$ cat src/mhpq_pkg.sv
// Package for the max-heap priority queue.
// Holds operation and status codes, depth default and controller types.
package mhpq_pkg;

  localparam int unsigned DefHeapDepth = 16;

  typedef enum logic [1:0] {
    MODE_INSERT  = 2'd0,
    MODE_EXTRACT = 2'd1,
    MODE_INCR    = 2'd2,
    MODE_NOP     = 2'd3
  } mode_e;

  typedef enum logic [2:0] {
    ST_OK       = 3'd0,
    ST_OVERFLOW = 3'd1,
    ST_EMPTY    = 3'd2,
    ST_SMALLER  = 3'd3,
    ST_RANGE    = 3'd4
  } status_e;

  typedef enum logic [3:0] {
    S_IDLE,
    S_DECODE,
    S_LAST_RD,
    S_LAST_LD,
    S_IK_RD,
    S_IK_CMP,
    S_UP_RD,
    S_UP_CMP,
    S_DN_RD,
    S_DN_CMP,
    S_DONE
  } state_e;

  typedef struct packed {
    logic start_op;
    logic rd_last;
    logic load_last;
    logic rd_idx;
    logic set_smaller;
    logic load_key;
    logic up_root;
    logic rd_parent;
    logic up_eval;
    logic rd_children;
    logic dn_eval;
  } cmd_t;

  typedef struct packed {
    logic  err;
    mode_e mode;
    logic  cnt_zero;
    logic  key_lt;
    logic  pos_zero;
    logic  up_swap;
    logic  dn_swap;
  } stat_t;

endpackage

$ cat src/mhpq_ctrl.sv
// Controller state machine of the max-heap priority queue.
// Depends on mhpq_pkg; drives the datapath through cmd_t, reads stat_t.
module mhpq_ctrl import mhpq_pkg::*; (
  input  logic  clk_i,
  input  logic  rst_ni,
  input  logic  start_i,
  input  stat_t stat_i,
  output cmd_t  cmd_o,
  output logic  busy_o,
  output logic  valid_o
);

  state_e state_q, state_d;

  always_ff @(posedge clk_i or negedge rst_ni) begin
    if (!rst_ni) begin
      state_q <= S_IDLE;
    end else begin
      state_q <= state_d;
    end
  end

  always_comb begin
    state_d = state_q;
    case (state_q)
      S_IDLE:    if (start_i) state_d = S_DECODE;
      S_DECODE: begin
        if (stat_i.err) begin
          state_d = S_DONE;
        end else begin
          case (stat_i.mode)
            MODE_INSERT:  state_d = S_UP_RD;
            MODE_EXTRACT: state_d = stat_i.cnt_zero ? S_DONE : S_LAST_RD;
            MODE_INCR:    state_d = S_IK_RD;
            default:      state_d = S_DONE;
          endcase
        end
      end
      S_LAST_RD: state_d = S_LAST_LD;
      S_LAST_LD: state_d = S_DN_RD;
      S_IK_RD:   state_d = S_IK_CMP;
      S_IK_CMP:  state_d = stat_i.key_lt ? S_DONE : S_UP_RD;
      S_UP_RD:   state_d = stat_i.pos_zero ? S_DONE : S_UP_CMP;
      S_UP_CMP:  state_d = stat_i.up_swap ? S_UP_RD : S_DONE;
      S_DN_RD:   state_d = S_DN_CMP;
      S_DN_CMP:  state_d = stat_i.dn_swap ? S_DN_RD : S_DONE;
      S_DONE:    state_d = S_IDLE;
      default:   state_d = S_IDLE;
    endcase
  end

  always_comb begin
    cmd_o = '0;
    busy_o = (state_q != S_IDLE);
    valid_o = (state_q == S_DONE);
    case (state_q)
      S_IDLE:    cmd_o.start_op = start_i;
      S_LAST_RD: cmd_o.rd_last = 1'b1;
      S_LAST_LD: cmd_o.load_last = 1'b1;
      S_IK_RD:   cmd_o.rd_idx = 1'b1;
      S_IK_CMP: begin
        cmd_o.set_smaller = stat_i.key_lt;
        cmd_o.load_key = !stat_i.key_lt;
      end
      S_UP_RD: begin
        cmd_o.up_root = stat_i.pos_zero;
        cmd_o.rd_parent = !stat_i.pos_zero;
      end
      S_UP_CMP:  cmd_o.up_eval = 1'b1;
      S_DN_RD:   cmd_o.rd_children = 1'b1;
      S_DN_CMP:  cmd_o.dn_eval = 1'b1;
      default:   cmd_o = '0;
    endcase
  end

endmodule

$ cat src/mhpq_dp.sv
// Datapath of the max-heap priority queue: heap memory, count, sift registers.
// Depends on mhpq_pkg; commanded by mhpq_ctrl.
module mhpq_dp import mhpq_pkg::*; #(
  parameter int unsigned HEAP_DEPTH = DefHeapDepth
) (
  input  logic               clk_i,
  input  logic               rst_ni,
  input  cmd_t               cmd_i,
  output stat_t              stat_o,
  input  logic [1:0]         mode_i,
  input  logic signed [31:0] key_value_i,
  input  logic [3:0]         heap_index_i,
  output logic signed [31:0] extracted_value_o,
  output logic signed [31:0] top_value_o,
  output logic               top_valid_o,
  output logic [4:0]         entry_count_o,
  output logic [2:0]         status_o
);

  localparam int unsigned AW = (HEAP_DEPTH > 1) ? $clog2(HEAP_DEPTH) : 1;
  localparam int unsigned CW = $clog2(HEAP_DEPTH + 1);
  localparam int unsigned XW = (CW > 4) ? CW : 4;
  localparam int unsigned KW = CW + 1;

  logic signed [31:0] mem [HEAP_DEPTH];
  logic signed [31:0] rd0_q, rd1_q;
  logic [AW-1:0]      ra0, ra1;
  logic               we;
  logic [AW-1:0]      wa;
  logic signed [31:0] wd;

  logic [CW-1:0]      count_q, count_d;
  logic [AW-1:0]      pos_q, pos_d;
  logic signed [31:0] cur_q, cur_d;
  logic signed [31:0] key_q;
  logic [AW-1:0]      idx_q;
  mode_e              mode_q;
  logic               err_q, err_d;
  status_e            stat_q, stat_d;
  logic signed [31:0] ext_q, ext_d;
  logic signed [31:0] top_q;
  logic               l_ok_q, r_ok_q;
  logic [AW-1:0]      l_pos_q, r_pos_q;

  logic [KW-1:0]      l_w, r_w;
  logic [AW-1:0]      parent;
  logic               l_big, r_big;
  logic               full, empty, oob;

  assign full   = (count_q >= CW'(HEAP_DEPTH));
  assign empty  = (count_q == '0);
  assign oob    = (XW'(heap_index_i) >= XW'(count_q));
  assign parent = AW'((pos_q - AW'(1)) >> 1);
  assign l_w    = KW'({pos_q, 1'b1});
  assign r_w    = KW'({pos_q, 1'b0}) + KW'(2);

  // The right child only wins if it beats both the held value and a valid left child.
  assign l_big  = l_ok_q && (rd0_q > cur_q);
  assign r_big  = r_ok_q && (rd1_q > (l_big ? rd0_q : cur_q));

  always_comb begin
    ra0 = '0;
    ra1 = '0;
    if (cmd_i.rd_last) ra0 = AW'(count_q);
    if (cmd_i.rd_idx) ra0 = idx_q;
    if (cmd_i.rd_parent) ra0 = parent;
    if (cmd_i.rd_children) begin
      ra0 = l_w[AW-1:0];
      ra1 = r_w[AW-1:0];
    end
  end

  always_comb begin
    count_d = count_q;
    pos_d   = pos_q;
    cur_d   = cur_q;
    err_d   = err_q;
    stat_d  = stat_q;
    ext_d   = ext_q;
    we      = 1'b0;
    wa      = pos_q;
    wd      = cur_q;
    if (cmd_i.start_op) begin
      err_d  = 1'b0;
      stat_d = ST_OK;
      ext_d  = '0;
      cur_d  = key_value_i;
      case (mode_e'(mode_i))
        MODE_INSERT: begin
          if (full) begin
            err_d  = 1'b1;
            stat_d = ST_OVERFLOW;
          end else begin
            pos_d   = AW'(count_q);
            count_d = count_q + CW'(1);
          end
        end
        MODE_EXTRACT: begin
          if (empty) begin
            err_d  = 1'b1;
            stat_d = ST_EMPTY;
          end else begin
            ext_d   = top_q;
            count_d = count_q - CW'(1);
          end
        end
        MODE_INCR: begin
          if (oob) begin
            err_d  = 1'b1;
            stat_d = ST_RANGE;
          end
        end
        default: err_d = 1'b1;
      endcase
    end
    if (cmd_i.load_last) begin
      cur_d = rd0_q;
      pos_d = '0;
    end
    if (cmd_i.set_smaller) stat_d = ST_SMALLER;
    if (cmd_i.load_key) begin
      cur_d = key_q;
      pos_d = idx_q;
    end
    if (cmd_i.up_root) begin
      we = 1'b1;
    end
    if (cmd_i.up_eval) begin
      we = 1'b1;
      if (rd0_q < cur_q) begin
        wd    = rd0_q;
        pos_d = parent;
      end
    end
    if (cmd_i.dn_eval) begin
      we = 1'b1;
      if (r_big) begin
        wd    = rd1_q;
        pos_d = r_pos_q;
      end else if (l_big) begin
        wd    = rd0_q;
        pos_d = l_pos_q;
      end
    end
  end

  always_ff @(posedge clk_i) begin
    if (we) mem[wa] <= wd;
    rd0_q <= mem[ra0];
    rd1_q <= mem[ra1];
  end

  always_ff @(posedge clk_i or negedge rst_ni) begin
    if (!rst_ni) begin
      count_q <= '0;
    end else begin
      count_q <= count_d;
    end
  end

  always_ff @(posedge clk_i) begin
    pos_q  <= pos_d;
    cur_q  <= cur_d;
    err_q  <= err_d;
    stat_q <= stat_d;
    ext_q  <= ext_d;
    if (cmd_i.start_op) begin
      key_q  <= key_value_i;
      idx_q  <= AW'(heap_index_i);
      mode_q <= mode_e'(mode_i);
    end
    if (we && wa == '0) top_q <= wd;
    if (cmd_i.rd_children) begin
      l_ok_q  <= (l_w < KW'(count_q));
      r_ok_q  <= (r_w < KW'(count_q));
      l_pos_q <= l_w[AW-1:0];
      r_pos_q <= r_w[AW-1:0];
    end
  end

  assign stat_o.err      = err_q;
  assign stat_o.mode     = mode_q;
  assign stat_o.cnt_zero = empty;
  assign stat_o.key_lt   = (key_q < rd0_q);
  assign stat_o.pos_zero = (pos_q == '0);
  assign stat_o.up_swap  = (rd0_q < cur_q);
  assign stat_o.dn_swap  = l_big || r_big;

  assign extracted_value_o = ext_q;
  assign top_valid_o       = !empty;
  assign top_value_o       = empty ? 32'sd0 : top_q;
  assign entry_count_o     = 5'(count_q);
  assign status_o          = stat_q;

endmodule

$ cat src/max_heap_priority_queue.sv
// Top level of the max-heap priority queue: controller plus datapath.
// Depends on mhpq_pkg, mhpq_ctrl and mhpq_dp.
//
//  channel   handshake            payload
//  command   start_i / busy_o     mode_i, key_value_i, heap_index_i
//  result    valid_o strobe       extracted_value_o, top_value_o, top_valid_o,
//                                 entry_count_o, status_o
//
// One operation at a time; busy_o is high from acceptance to the result strobe.
// After acceptance, insert sifts up from the new leaf, extract loads the last entry into the
// root and sifts down, and increase-key reads the indexed entry, compares the keys and then
// sifts up; each sift level is one memory read and one compare-and-write. Errors, no-ops
// and an extract that empties the heap go from decode straight to the result strobe; a
// smaller key strobes after the read and compare. The next command is taken once the
// controller is back in idle after the strobe. Reset empties the heap at once.
// The result is shown for one cycle and cannot be stalled.
module max_heap_priority_queue import mhpq_pkg::*; #(
  parameter int unsigned HEAP_DEPTH = DefHeapDepth
) (
  input  logic               clk_i,
  input  logic               rst_ni,
  input  logic               start_i,
  output logic               busy_o,
  input  logic [1:0]         mode_i,
  input  logic signed [31:0] key_value_i,
  input  logic [3:0]         heap_index_i,
  output logic               valid_o,
  output logic signed [31:0] extracted_value_o,
  output logic signed [31:0] top_value_o,
  output logic               top_valid_o,
  output logic [4:0]         entry_count_o,
  output logic [2:0]         status_o
);

  cmd_t  cmd;
  stat_t stat;

  mhpq_ctrl u_ctrl (
    .clk_i   (clk_i),
    .rst_ni  (rst_ni),
    .start_i (start_i),
    .stat_i  (stat),
    .cmd_o   (cmd),
    .busy_o  (busy_o),
    .valid_o (valid_o)
  );

  mhpq_dp #(.HEAP_DEPTH(HEAP_DEPTH)) u_dp (
    .clk_i             (clk_i),
    .rst_ni            (rst_ni),
    .cmd_i             (cmd),
    .stat_o            (stat),
    .mode_i            (mode_i),
    .key_value_i       (key_value_i),
    .heap_index_i      (heap_index_i),
    .extracted_value_o (extracted_value_o),
    .top_value_o       (top_value_o),
    .top_valid_o       (top_valid_o),
    .entry_count_o     (entry_count_o),
    .status_o          (status_o)
  );

  a_accept_busy: assert property (@(posedge clk_i) disable iff (!rst_ni)
    (start_i && !busy_o) |=> busy_o) else $error("accepted command did not raise busy");

  a_strobe_single: assert property (@(posedge clk_i) disable iff (!rst_ni)
    valid_o |=> !valid_o) else $error("result strobe longer than one cycle");

  a_top_valid: assert property (@(posedge clk_i) disable iff (!rst_ni)
    valid_o |-> (top_valid_o == (entry_count_o != 5'd0)))
    else $error("top_valid disagrees with entry count");

  a_extract_ok: assert property (@(posedge clk_i) disable iff (!rst_ni)
    (valid_o && status_o != ST_OK) |-> (extracted_value_o == 32'sd0))
    else $error("extracted value on a failed operation");

endmodule
$ cat config.mk
export PLATFORM = sky130hd
export DESIGN_NAME = max_heap_priority_queue
export DESIGN_NICKNAME = d
export VERILOG_FILES = /design/src/mhpq_pkg.sv /design/src/mhpq_ctrl.sv /design/src/mhpq_dp.sv /design/src/max_heap_priority_queue.sv
export SDC_FILE = /design/constraint.sdc
export NUM_CORES = 1
export LEC_CHECK = 0
export BUFFER_PORTS_ARGS = -buffer_cell sky130_fd_sc_hd__buf_2
export CORE_ASPECT_RATIO = 1.2
export CORE_MARGIN = 2
export CORE_UTILIZATION = 30
export DETAILED_ROUTE_END_ITERATION = 7
export SETUP_SLACK_MARGIN = 0.05
export SYNTH_ARGS = -nofsm -noshare
export SYNTH_HDL_FRONTEND = slang
export SYNTH_SLANG_ARGS = --single-unit
$ cat constraint.sdc
create_clock -name clk_i -period 15.76 [get_ports clk_i]
set_input_delay 4.728 -clock clk_i [delete_from_list [all_inputs] [get_ports clk_i]]
set_output_delay 4.728 -clock clk_i [all_outputs]
set_load 0.05 [all_outputs]
# Yosys cells after proc, flatten, opt, wreduce, memory -nomap -nowiden
# Memory sizes are Yosys's and may differ from the RTL's. A register that Yosys moved wholly into a read port is not among the register bits.
# Cells that the tools add are included.
# Widths: inputs -> output; s select.
# word_totals
in_bits	41
ramBits	512
out_inout_bits	75
ff_bits	160
mem_count	1
wordCells	120
# memory_table
name	depth	width	read_ports	rd_ports_with_merged_regs	wr	line	text
u_dp.mem	16	32	2	2	1	mhpq_dp.sv:25	logic signed [31:0] mem [HEAP_DEPTH];
# op_classes
reduce_logical	16
addsub	4
magnitude_cmp	8
n_eq_ne	17
muxes	59
# op_table
cell	n
$mux 32	10
$mux 4	21
$gt 32x32->1	2
$lt 32x32->1	2
$pmux 4 s10	1
$eq 4x3->1 const B	4
$mux 1	16
$eq 4x4->1 const B	3
$pmux 4 s3	1
$mux 5	2
$pmux 5 s2	1
$pmux 3 s3	1
$eq 4x2->1 const B	2
$logic_not 4->1	2
$mux 2	4
$add 5x2->6 const B	1
$lt 6x5->1	1
$ne 2x2->1 const B	3
$add 5x1->5 const B	1
$ge 4x5->1	1
$ge 5x5->1 const B	1
$logic_not 5->1	1
$lt 5x5->1	1
$sub 5x1->5 const B	1
14 further kinds	21

# Depth between registers and ports, before layout
# logic_depth
word_depth	11
depth_mapped	22
ltp_nobuf	17

# Hierarchy
# Synthesis repeated with hierarchy kept, for this count alone.
# hier_totals
hier_cells	2570
area_unflattened_um2	32889.0
# modules_own_cells
mod	seq_area_each_um2	cells_per_inst	instances	area_per_inst_um2
mhpq_dp	20254.4	2517	1	32499.9
mhpq_ctrl	100.1	53	1	389.1

# Least setup slack after synthesis
# OpenSTA, ideal clock, no wires.
# synth_path
path_type	input to register
start	input port start_i
end	register u_dp.count_q[4], in the netlist u_dp.entry_count_o[4]
setup_ps	81
arrival_ps	7275
path_buffers	0
t_required_ps	15679
setup_slack_ps	8404
path_stages	5
path_cell_list	nand3_1 > inv_1 > o2111ai_1 > nor2_1 > xnor2_1
# synth_rtl
element	line	text
start: declaration	max_heap_priority_queue.sv:22	input logic start_i,
end signal: assignment	mhpq_dp.sv:157	count_q <= count_d;
end: declaration	mhpq_dp.sv:32	logic [CW-1:0] count_q, count_d;

# Worst setup path after layout
# layout_path
start	register u_dp.cur_q[31]
end	memory u_dp.mem[8][29] (data pin)
# layout_between
elab_chain_len	7
elab_cells_between_ends	11
cone_classes	order compare (3); mux (6); reduce/logical (2)
# layout_rtl
element	line	text
start: declaration	mhpq_dp.sv:34	logic signed [31:0] cur_q, cur_d;
start signal: assignment	mhpq_dp.sv:163	cur_q <= cur_d;
$gt 32x32->1	mhpq_dp.sv:58	assign l_big = l_ok_q && (rd0_q > cur_q);
$logic_and 1x1->1	mhpq_dp.sv:58	
$mux 32	mhpq_dp.sv:59	assign r_big = r_ok_q && (rd1_q > (l_big ? rd0_q : cur_q));
$gt 32x32->1	mhpq_dp.sv:59	
$logic_and 1x1->1	mhpq_dp.sv:59	
$mux 32	mhpq_dp.sv:137	if (r_big) begin
$mux 32 (*)	mhpq_dp.sv:135	if (cmd_i.dn_eval) begin
via u_dp.wd[29]	mhpq_dp.sv:30	logic signed [31:0] wd;
end: declaration	mhpq_dp.sv:25	
# The timed path passes the listed nets; every way through them passes the cells marked *.

==> impl_metrics.py <==
metrics = {
    "drt": {
        "num_vias": 22483,
        "drc": 0,
        "ant_nets": 0,
        "drt-pass1-iter-count": 5,
        "first_iter_violations": 2254,
        "detail_route.vias_per_cell": 5.32,
        "wl_per_cell_um": 23.7,
        "drt-total-wl_um": 100000,
    },
    "sta": {
        "slew_viol_final": 0,
        "fmax_mhz": 132,
        "rsz0062_at_grt": "false",
        "period_needed_ns": 7.56,
        "setup_viol": 0,
        "worst_pin_slew_ns": 1.07,
        "hold_viol": 0,
        "post-route-period-util_pct": 48.0,
        "fin_setup_tns_ns": 0,
        "clock_skew_ns": 0.0301,
        "slew_headroom_pct": 28.2,
    },
    "global_route": {
        "antenna_found_initial": 0,
        "grt_pass1_wl_um": 146000,
        "grt_pass1_vias": 22165,
        "grt_max_degree": 163,
        "grt_use_total_pct": 17.4,
        "grt-ovfl-total": 0,
    },
    "worst_setup_path": {
        "crit_fanout": 31,
        "critPathLaunchType": "register",
        "cp.arrival_ns": 7.90,
        "cp-end-kind": "register",
        "cp.required_ns": 16.10,
        "worst-setup-path-type": "register to register",
    },
    "cts": {
        "path_clk_slew_ns": 0.07,
        "cts_buffers": 67,
        "clkLatencyLatePin_ns": 0.64,
        "post_cts_buffers": 0,
        "clkSinkCount": 703,
        "holdBufCountCts": 0,
        "cts_resized": 0,
        "tritoncts": "yes",
        "cts_buffer_depth": 3,
        "root_buffer": "clkbuf_16",
        "h-tree-depth": 3,
    },
    "cells_and_area": {
        "syn_to_final_growth_pct": 13.6,
        "antenna_cells": 0,
        "fin_util_pct": 34.2,
        "nets": 2913,
        "drive_gt1_share_pct": 13.0,
    },
    "yosys": {
        "synth_compound_area_share_pct": 13.9,
        "synth_top_area_cell": "edfxtp_1",
        "syn_inst": 2706,
        "yosys.area_share.xor_xnor_pct": 0.239,
        "synth_top_cell_area_share_pct": 56.8,
        "synth_nets": 2863,
        "yosysUniqueCellTypes": 67,
        "postSynthAreaPerCell_um2": 12.2,
        "synth_commonest_cells": "edfxtp_1, nand2_1, a211oi_1, clkbuf_1, and2_1",
        "synthesis.area_um2": 32900,
        "yosysMostFrequentCell": "edfxtp_1",
        "synth-simple-area-share_pct": 11.3,
        "synth_area_leaders": "edfxtp_1, nand2_1, ha_1",
        "synth_top_family_by_area": "compound AO/OA/AOI/OAI gates",
        "async_flop_share_pct": 1.28,
        "synth-seq-cells": 703,
        "synth_fa_ha_area_share_pct": 4.43,
        "synth-main-ff-cell": "edfxtp_1",
        "synth-seq-area-share_pct": 61.8,
        "yosysWarnings": 0,
        "synth_edf_count": 623,
        "synthMuxAreaShare_pct": 4.77,
    },
    "pwr": {
        "leakage_nw": 13.3,
        "p_int_mw": 4.75,
        "power_density_nw_per_um2": 217,
        "vdd_ir_drop_max_v": 0.000114,
        "combPwrFrac_pct": 43.2,
        "netSwitchingFraction_pct": 41.6,
        "p_seq_share_pct": 35.4,
        "pwr-share-clk_pct": 21.4,
        "p_total_mw": 8.13,
        "power.switching_mw": 3.38,
    },
    "floorplan": {
        "start_util_pct": 30.1,
        "core_um2": 109000,
        "die_y_um": 367,
        "row_count": 133,
        "pin_count": 116,
        "fp.dieArea_um2": 113000,
        "die_width_um": 307,
    },
    "hold_path": {
        "holdCritPathClass": "register to register",
    },
    "placed_design": {
        "numPortBuffers": 115,
        "routabilityCongestion": 0.871,
        "hpwl_um": 58500,
    },
    "job": {
        "maxCapViolCount": 0,
    },
    "status": {
        "status": "completed",
    },
}
worst max-delay path, stage by stage, from the launching register on:
cell      delay, ns
edfxtp_1       0.35
inv_1          0.06
ha_1           0.37
nand4_1        0.26
nor4_2         0.51
nand4_1        0.25
a41oi_1        0.47
o211a_2        0.74
buf_4          0.46
mux2i_1        0.14
ha_1           0.33
nand4_1        0.15
nor4_2         0.51
o21ai_1        0.14
a31oi_1        0.28
nor3b_1        0.15
o311ai_4       0.49
and3_2         0.90
a221o_1        0.68
routing by layer:
layer / global-route usage, % / wire length (µm) / vias to the layer above
li1: - / - / 10271
met5: 0 / 0 / -
met1: 21.3 / 40800 / 11232
met4: 7.47 / 4170 / 0
met2: 30.8 / 50200 / 763
met3: 2.20 / 5200 / 217
worst paths after layout:
kind	startpoint	to	slack [ns]	cells past startpoint
max in group asynchronous	rst_ni	u_dp.entry_count_o[1]$_DFFE_PN0P_	11.58	1
min	u_dp.status_o[1]$_SDFFE_PP1P_	u_dp.status_o[1]$_SDFFE_PP1P_	0.47	2
max reg2reg	u_dp.cur_q[31]$_DFFE_PP_	u_dp.mem[8][29]$_DFFE_PP_	8.20	18
min reg2reg	u_dp.status_o[1]$_SDFFE_PP1P_	u_dp.status_o[1]$_SDFFE_PP1P_	0.47	2
max	u_dp.cur_q[31]$_DFFE_PP_	u_dp.mem[8][29]$_DFFE_PP_	8.20	18
min in group asynchronous	rst_ni	u_dp.entry_count_o[3]$_DFFE_PN0P_	3.97	1
power by group through the flow:
stage	clock network (mW)	logic [mW]	registers, mW
floorplan	0	2.41	2.88
global placement	0	3.47	2.90
detailed placement	0	3.49	2.91
CTS	1.76	3.51	2.87
global route	1.83	3.85	2.90
finish	1.74	3.51	2.88
logic make-up (layout without fill, tap and decap cells):
logic type      after synthesis  after routing
simple gates                800            800
buf+inv                     299            404
xor+xnor                      9              9
compound gates              665            665
fa+ha+maj                   116            116
flops                       703            703
mux                         114            114
registers in the layout (all words and copies together), names as in the netlist, 4 cells and up:
signal and count:
u_dp.idx_q 4, u_dp.rd1_q 32, u_dp.key_q 32, u_dp.pos_q 4, u_ctrl.state_q 4, u_dp.entry_count_o 5
u_dp.extracted_value_o 32, u_dp.rd0_q 32, u_dp.mem 512, u_dp.cur_q 32
per-stage QoR:
step	worst slack, ns	hold WS (ns)	instances	area [µm²]
detailed placement	8.19	0.458	4104	35100
CTS	8.18	0.474	4228	37400
floorplan	8.40	0.432	2706	32900
global placement	8.37	0.448	4104	35100
finish	8.20	0.473	4228	37400
global route	7.93	0.489	4228	37400
cells in the final DEF (no fill, tap or decap), drive strengths merged, types with 12 or more instances in the layout:
cell type and instances:
edfxtp 623, nand2 409, a211oi 165, and2 164
buf 164, a21oi 133, inv 122, ha 115
nor2 111, a31oi 102, o21ai 85, clkbuf 83
dfxtp 71, a311oi 69, mux2i 58, and3 34
mux4 32, a221o 32, mux2 24, a2bb2oi 22
clkinv 20, nand3 16, a21o 14, nand2b 13
o22a 12, nand4 12
final cells by class:
| cell class | count | area [µm²] |
|---|---|---|
| repair buffers | 164 | 956 |
| clock inverters | 41 | 532 |
| flip-flops and latches | 703 | 20400 |
| well taps | 1417 | 1770 |
| fillers | 10525 | 71900 |
| clock buffers | 83 | 1800 |
| multi-input cells | 1704 | 11600 |
| inverters | 116 | 437 |
Power figures use the tool's default switching activity.
